File: src/rtl/ipsaw_pkg.sv
// Shared types and constants for the IPsec anti-replay window table.
package ipsaw_pkg;

    // Fixed field widths
    localparam int ACTION_W = 2;
    localparam int IDX_W    = 6;
    localparam int SEQ_W    = 32;
    localparam int MASK_W   = 32;

    // Action codes
    localparam logic [ACTION_W-1:0] ACT_PRECHECK = 2'd0;
    localparam logic [ACTION_W-1:0] ACT_UPDATE   = 2'd1;
    localparam logic [ACTION_W-1:0] ACT_OPEN     = 2'd2;

    // One window entry as stored in the table
    typedef struct packed {
        logic              replay_on;
        logic [SEQ_W-1:0]  top_seq;
        logic [MASK_W-1:0] seen_mask;
    } t_entry;

    // Result of evaluating one item against its entry
    typedef struct packed {
        logic   wr_en;
        t_entry wr_data;
        logic   rejected;
    } t_upd;

    // Sequencer states
    typedef enum logic [1:0] {
        ST_CLEAR,
        ST_IDLE,
        ST_EXEC
    } t_state;

endpackage

File: src/rtl/ipsaw_update.sv
// Window check and update logic for one item against one table entry.
module ipsaw_update #(
    parameter int WINDOW = 32
) (
    input  logic [ipsaw_pkg::ACTION_W-1:0] i_action,
    input  logic [ipsaw_pkg::SEQ_W-1:0]    i_seq,
    input  logic                           i_enable,
    input  ipsaw_pkg::t_entry              i_entry,
    output ipsaw_pkg::t_upd                o_upd
);
    import ipsaw_pkg::*;

    localparam logic [SEQ_W-1:0] WIN = SEQ_W'(WINDOW);

    logic [SEQ_W-1:0]  seq_plus_w;
    logic [SEQ_W-1:0]  top_plus_w;
    logic [SEQ_W-1:0]  adv_dist;
    logic [SEQ_W-1:0]  back_dist;
    logic              too_old;
    logic              big_jump;
    logic              ahead;
    logic [MASK_W-1:0] shifted;
    logic [MASK_W-1:0] back_bit;

    // Distances and window bounds, all wrapping at 32 bits
    assign seq_plus_w = i_seq + WIN;
    assign top_plus_w = i_entry.top_seq + WIN;
    assign adv_dist   = i_seq - i_entry.top_seq;
    assign back_dist  = i_entry.top_seq - i_seq;
    assign too_old    = (seq_plus_w <= i_entry.top_seq);
    assign big_jump   = (i_seq >= top_plus_w);
    assign ahead      = (i_seq > i_entry.top_seq);

    // Shift the mask on advance; a distance of 32 or more empties it
    assign shifted  = (adv_dist < SEQ_W'(MASK_W)) ? (i_entry.seen_mask << adv_dist[4:0])
                                                  : '0;
    assign back_bit = (back_dist < SEQ_W'(MASK_W)) ? (MASK_W'(1) << back_dist[4:0]) : '0;

    // Decide rejection and the entry to write back
    always_comb begin
        o_upd          = '0;
        o_upd.wr_data  = i_entry;
        case (i_action)
            ACT_OPEN: begin
                o_upd.wr_en             = 1'b1;
                o_upd.wr_data.replay_on = i_enable;
                o_upd.wr_data.top_seq   = '0;
                o_upd.wr_data.seen_mask = '0;
            end
            ACT_PRECHECK: begin
                o_upd.rejected = i_entry.replay_on & too_old;
            end
            ACT_UPDATE: begin
                if (i_entry.replay_on) begin
                    if (too_old) begin
                        o_upd.rejected = 1'b1;
                    end else if (big_jump) begin
                        o_upd.wr_en             = 1'b1;
                        o_upd.wr_data.top_seq   = i_seq;
                        o_upd.wr_data.seen_mask = MASK_W'(1);
                    end else if (ahead) begin
                        o_upd.wr_en             = 1'b1;
                        o_upd.wr_data.top_seq   = i_seq;
                        o_upd.wr_data.seen_mask = shifted | MASK_W'(1);
                    end else if ((i_entry.seen_mask & back_bit) != '0) begin
                        o_upd.rejected = 1'b1;
                    end else begin
                        o_upd.wr_en             = 1'b1;
                        o_upd.wr_data.seen_mask = i_entry.seen_mask | back_bit;
                    end
                end
            end
            default: begin
                o_upd = '0;
            end
        endcase
    end

endmodule

File: src/rtl/ipsec_antireplay_window_core.sv
// Top level of the IPsec anti-replay window table: table memory and sequencer.
//
// For each item, the accept edge reads the SA's entry from the single-port
// table memory into a register, and the check state then checks the window,
// writes the entry back and loads the result register, so one item is in
// flight at a time and the next read always sees the written entry. A result
// waiting at the output does not block acceptance of the next item; the item
// then holds in its check state until the output register is free. After
// reset the table is cleared one entry per cycle, and o_ready is low until
// the clear is done. An SA index at or above SA_COUNT, and the unused action
// code, leave the table alone and return rejected = 0.
module ipsec_antireplay_window_core #(
    parameter int WINDOW   = 32,
    parameter int SA_COUNT = 64
) (
    input  logic                           i_clk,
    input  logic                           i_rst_n,
    input  logic                           i_valid,
    output logic                           o_ready,
    input  logic [ipsaw_pkg::ACTION_W-1:0] i_action,
    input  logic [ipsaw_pkg::IDX_W-1:0]    i_sa_index,
    input  logic [ipsaw_pkg::SEQ_W-1:0]    i_seq,
    input  logic                           i_enable,
    output logic                           o_valid,
    input  logic                           i_ready,
    output logic                           o_rejected
);
    import ipsaw_pkg::*;

    localparam int AW = (SA_COUNT > 1) ? $clog2(SA_COUNT) : 1;
    localparam int XW = IDX_W + AW;
    localparam logic [AW-1:0] LAST_ADDR = AW'(SA_COUNT - 1);

    t_state r_state, n_state;

    logic [AW-1:0]       r_clr_addr;
    logic [ACTION_W-1:0] r_action;
    logic [AW-1:0]       r_addr;
    logic                r_in_range;
    logic [SEQ_W-1:0]    r_seq;
    logic                r_enable;
    logic                r_out_valid;
    logic                r_rejected;

    t_entry r_mem [SA_COUNT];
    t_entry r_rd_data;

    logic [XW-1:0] idx_ext;
    logic [AW-1:0] in_addr;
    logic          in_range;
    logic          accept;
    logic          finish;
    logic          mem_we;
    logic [AW-1:0] mem_waddr;
    t_entry        mem_wdata;
    t_upd          upd;

    // Map the input index onto the table address space
    assign idx_ext  = XW'(i_sa_index);
    assign in_addr  = idx_ext[AW-1:0];
    assign in_range = (idx_ext < XW'(SA_COUNT));
    assign accept   = i_valid & o_ready;

    ipsaw_update #(
        .WINDOW (WINDOW)
    ) u_update (
        .i_action (r_action),
        .i_seq    (r_seq),
        .i_enable (r_enable),
        .i_entry  (r_rd_data),
        .o_upd    (upd)
    );

    // Sequencer: clearing pass, idle, check and write back
    always_comb begin
        n_state   = r_state;
        o_ready   = 1'b0;
        finish    = 1'b0;
        mem_we    = 1'b0;
        mem_waddr = r_addr;
        mem_wdata = upd.wr_data;
        case (r_state)
            ST_CLEAR: begin
                mem_we    = 1'b1;
                mem_waddr = r_clr_addr;
                mem_wdata = '0;
                if (r_clr_addr == LAST_ADDR) begin
                    n_state = ST_IDLE;
                end
            end
            ST_IDLE: begin
                o_ready = 1'b1;
                if (i_valid) begin
                    n_state = ST_EXEC;
                end
            end
            ST_EXEC: begin
                if (!r_out_valid || i_ready) begin
                    finish  = 1'b1;
                    mem_we  = upd.wr_en & r_in_range;
                    n_state = ST_IDLE;
                end
            end
            default: begin
                n_state = ST_IDLE;
            end
        endcase
    end

    // Hold state and the clearing address
    always_ff @(posedge i_clk) begin
        if (!i_rst_n) begin
            r_state    <= ST_CLEAR;
            r_clr_addr <= '0;
        end else begin
            r_state <= n_state;
            if (r_state == ST_CLEAR) begin
                r_clr_addr <= r_clr_addr + AW'(1);
            end
        end
    end

    // Table memory: one write port, registered read
    always_ff @(posedge i_clk) begin
        if (mem_we) begin
            r_mem[mem_waddr] <= mem_wdata;
        end
        if (accept) begin
            r_rd_data <= r_mem[in_addr];
        end
    end

    // Latch the accepted item
    always_ff @(posedge i_clk) begin
        if (accept) begin
            r_action   <= i_action;
            r_addr     <= in_addr;
            r_in_range <= in_range;
            r_seq      <= i_seq;
            r_enable   <= i_enable;
        end
    end

    // Output register: load on finish, drop on take
    always_ff @(posedge i_clk) begin
        if (!i_rst_n) begin
            r_out_valid <= 1'b0;
        end else if (finish) begin
            r_out_valid <= 1'b1;
        end else if (i_ready) begin
            r_out_valid <= 1'b0;
        end
    end

    always_ff @(posedge i_clk) begin
        if (finish) begin
            r_rejected <= upd.rejected & r_in_range;
        end
    end

    assign o_valid    = r_out_valid;
    assign o_rejected = r_rejected;

endmodule

File: config.mk
export PLATFORM = sky130hd
export DESIGN_NAME = ipsec_antireplay_window_core
export DESIGN_NICKNAME = d
export VERILOG_FILES = /design/src/rtl/ipsaw_pkg.sv /design/src/rtl/ipsaw_update.sv /design/src/rtl/ipsec_antireplay_window_core.sv
export SDC_FILE = /design/constraint.sdc
export NUM_CORES = 2
export LEC_CHECK = 0
export BUFFER_PORTS_ARGS = -buffer_cell sky130_fd_sc_hd__buf_2
export CAP_MARGIN = 40
export CORE_ASPECT_RATIO = 1.5
export CORE_MARGIN = 8
export CORE_UTILIZATION = 63
export DETAILED_ROUTE_END_ITERATION = 10
export PLACE_DENSITY_LB_ADDON = 0.1
export RECOVER_POWER = 50
export SYNTH_ARGS = -nofsm -noshare
export SYNTH_HDL_FRONTEND = slang
export SYNTH_HIERARCHICAL = 1
export SYNTH_MEMORY_MAX_BITS = 65536
export SYNTH_SLANG_ARGS = --single-unit
File: constraint.sdc
create_clock -name i_clk -period 8.91 [get_ports i_clk]
set_input_delay 0 -clock i_clk [delete_from_list [all_inputs] [get_ports i_clk]]
set_output_delay 0 -clock i_clk [all_outputs]
set_load 0.005 [all_outputs]
==> results_dict.tcl <==
set metrics [dict create \
    ys_ff_latch 4276 \
    grt_max_degree 114 \
    first_pass_iters 8 \
    crit_path_max_fanout 49 \
    rrSetupSlack_ns 0.72 \
    synth_top_family_by_area "multiplexers" \
    vias 95001 \
    rows 235 \
    die-height_um 655 \
    async_reset_ff_share_pct 0 \
    gr-total-overflow 0 \
    routed_via_density 7.38 \
    hold_violations 0 \
    synth_edf_count 4267 \
    clk_pin_slew_ns 0.07 \
    grt_pass1_vias 93796 \
    r2r-start "r_rd_data[42]" \
    min-delay-start "i_valid" \
    holdPathStages 4 \
    drt_wl_total_um 533000 \
    place_congestion 0.956 \
    synth_xor_area_share_pct 0.454 \
    drive_above_1_share_pct 22.4 \
    reg2reg_to "r_mem[27][59]" \
    synthMuxAreaShare_pct 13.9 \
    htree_levels 5 \
    drt_iter0_markers 14550 \
    status "finished, violations left" \
    slew_headroom_pct -365 \
    placed_area_um2 179000 \
    synth-simple-area-share_pct 3.37 \
    cap_violations 31 \
    cts_root_buf "clkbuf_16" \
    min_path_type "input pin to flip-flop" \
    postRouteAntennaNets 0 \
    finalMaxSlewViolations 1271 \
    power_density_nw_per_um2 210 \
    cts_tree "yes" \
    total_leakage_power_nw 65.6 \
    num_io_pins 48 \
    post_drt_wl_per_cell_um 41.4 \
    yosysSeqAreaShare_pct 74.7 \
    dp_hpwl_um 323000 \
    combPwrFrac_pct 4.2 \
    synth_nets 8768 \
    crit_path_start_kind "input pin" \
    die_area_um2 290000 \
    cp.required_ns 9.39 \
    crit_start "i_sa_index[1]" \
    clockPowerShare_pct 41.3 \
    power_switching_w 0.00832 \
    finalCriticalPeriod_ns 8.79 \
    ys_warn_count 6 \
    die_width_um 442 \
    synthAdderAreaFrac_pct 0.927 \
    fin_nets 9155 \
    core_um2 272000 \
    cts.sinks 4276 \
    p_int_w 0.0319 \
    worst_clock_skew_ns 0.0588 \
    synthToLayoutAreaGrowth_pct 11.8 \
    ys_types 91 \
    numCtsBuffers 378 \
    fillers 16391 \
    violations "capacitance limit, slew limit" \
    start_util_pct 63.1 \
    critical_path_class "input pin to flip-flop" \
    endpoint_kind "flip-flop" \
    cp.arrival_ns 9.27 \
    utilization_pct 70.5 \
    fin_tns_setup_ns 0 \
    post-route-period-util_pct 98.7 \
    peakVddDrop_v 0.000215 \
    yosys-top-cells-count "edfxtp_1, mux4_2, a22oi_1, clkbuf_1, nor2_1" \
    final_area_um2 192000 \
    swShare_pct 20.7 \
    fmax_ghz 0.114 \
    clk_path_buf_depth 4 \
    track_usage_pct 36.2 \
    grt_antenna_before_repair 51 \
    reg2reg_depth 22 \
    fin_cells 12872 \
    rsz0062_at_grt "no" \
    avgSynthCellArea_um2 20.0 \
    drcViolationCount 0 \
    synth_flop_cell "edfxtp_1" \
    synth_area_um2 172000 \
    dp_cells 12078 \
    synth_compound_area_share_pct 5.01 \
    yosysMostFrequentCell "edfxtp_1" \
    setup_violations 0 \
    io_buffers 47 \
    synth.largest_area_cell "edfxtp_1" \
    clkLatencyLatePin_ns 0.93 \
    synth.top_cell.area_share_pct 74.6 \
    synthTopCellsByArea "edfxtp_1, mux4_2, a22oi_1" \
    seq_power_share_pct 54.5 \
    synth_cells 8597 \
    min_to "r_state[1]" \
    tightest_slew_ns 6.97 \
    grt_pass1_wl_um 731000 \
]
## cell type report
type | instances | area [um2] | share of cell area, %
Antenna cell | 33 | 82.6 | 0.0430
Clock buffer | 459 | 10100 | 5.24
Clock inverter | 221 | 2380 | 1.24
Inverter | 104 | 392 | 0.204
Multi-Input combinational cell | 3719 | 41100 | 21.4
Sequential cell | 4276 | 128000 | 66.8
Tap cell | 3555 | 4450 | 2.32
Timing Repair Buffer | 505 | 5210 | 2.72
## kinds of logic (layout without fill, tap and decap cells)
kind of cell               count (synthesis)  count (layout)
AOI/OAI and AO/OA                       1221            1221
xor gates and xnor gates                  89              89
adders and majority gates                126             126
buffers and inverters                    602            1289
DFF                                     4276            4276
muxes                                   1157            1157
other                                      0              33
and+or+nand+nor                         1126            1126
## placed cells by master (no fill, tap or decap), types with 59 or more instances in the layout
| cell | count |
|---|---|
| xnor2_1 | 75 |
| nor2_1 | 184 |
| o22ai_1 | 129 |
| buf_12 | 113 |
| nand4_1 | 59 |
| edfxtp_1 | 4267 |
| clkinv_2 | 71 |
| mux4_2 | 981 |
| o21ai_0 | 123 |
| nand3_1 | 226 |
| clkinv_1 | 67 |
| buf_4 | 183 |
| nor3_1 | 69 |
| clkbuf_1 | 105 |
| and3_1 | 61 |
| inv_1 | 103 |
| a211oi_1 | 62 |
| mux2i_1 | 166 |
| nand2_1 | 206 |
| o221ai_1 | 121 |
| a22oi_1 | 265 |
| dlygate4sd3_1 | 78 |
| clkbuf_16 | 389 |
| ha_1 | 123 |
| a21oi_1 | 203 |
## repair_timing
action | 4_1_cts | 5_1_grt
setup buffers | 0 | 0
hold buffers | 78 | 0
gates resized for setup | 0 | 0
endpoints found under the hold margin | 110 | 0
## power groups by stage
| stage | logic [W] | registers, W | clock network, W |
|---|---|---|---|
| 2_1_floorplan | 0.000956 | 0.0224 | 0 |
| 3_3_place_gp | 0.00160 | 0.0224 | 0 |
| 3_5_place_dp | 0.00162 | 0.0224 | 0 |
| 4_1_cts | 0.00166 | 0.0219 | 0.0168 |
| 5_1_grt | 0.00172 | 0.0219 | 0.0174 |
| 6_report | 0.00168 | 0.0219 | 0.0166 |
## flip-flops by register name, indices dropped and copies added (netlist names)
register,flops
r_seq,32
r_addr,6
r_enable,1
r_state,2
r_clr_addr,6
r_mem,4160
o_rejected,1
r_rd_data,65
o_valid,1
r_action,2
## per-stage QoR
stage / worst slack [ns] / total power (W) / hold slack (ns)
6_report: 0.120 / 0.0403 / 0.0879
3_5_place_dp: 1.33 / 0.0240 / 0.180
3_3_place_gp: 0.487 / 0.0240 / 0.180
2_1_floorplan: 1.56 / 0.0233 / 0.0989
4_1_cts: 1.33 / 0.0404 / 0.00701
5_1_grt: 0.462 / 0.0411 / 0.0873
## worst max path at each step
stage	to	cells after the start
floorplan	r_mem[35][0]	22
global placement	r_mem[41][48]	22
detailed placement	r_mem[9][61]	22
CTS	r_mem[9][63]	22
global route	r_mem[33][15]	22
finish	r_rd_data[42]	7
## critical path: stages
cell and delay, ns:
dlygate4sd3_1 0.53, clkbuf_1 3.37, nand2_1 2.77, clkbuf_2 1.01, o22ai_1 0.62, o22ai_1 0.25
and3_1 0.54
## per-layer routing
layer | vias up | part of all wire [%] | global-route usage (%)
li1 | 36933 | - | -
met1 | 49797 | 34 | 46.1
met2 | 6869 | 49 | 59.9
met3 | 1384 | 11 | 7.82
met4 | 18 | 6.3 | 18.1
met5 | - | 0.023 | 0
Note: power is estimated with default switching activity, not from simulation.
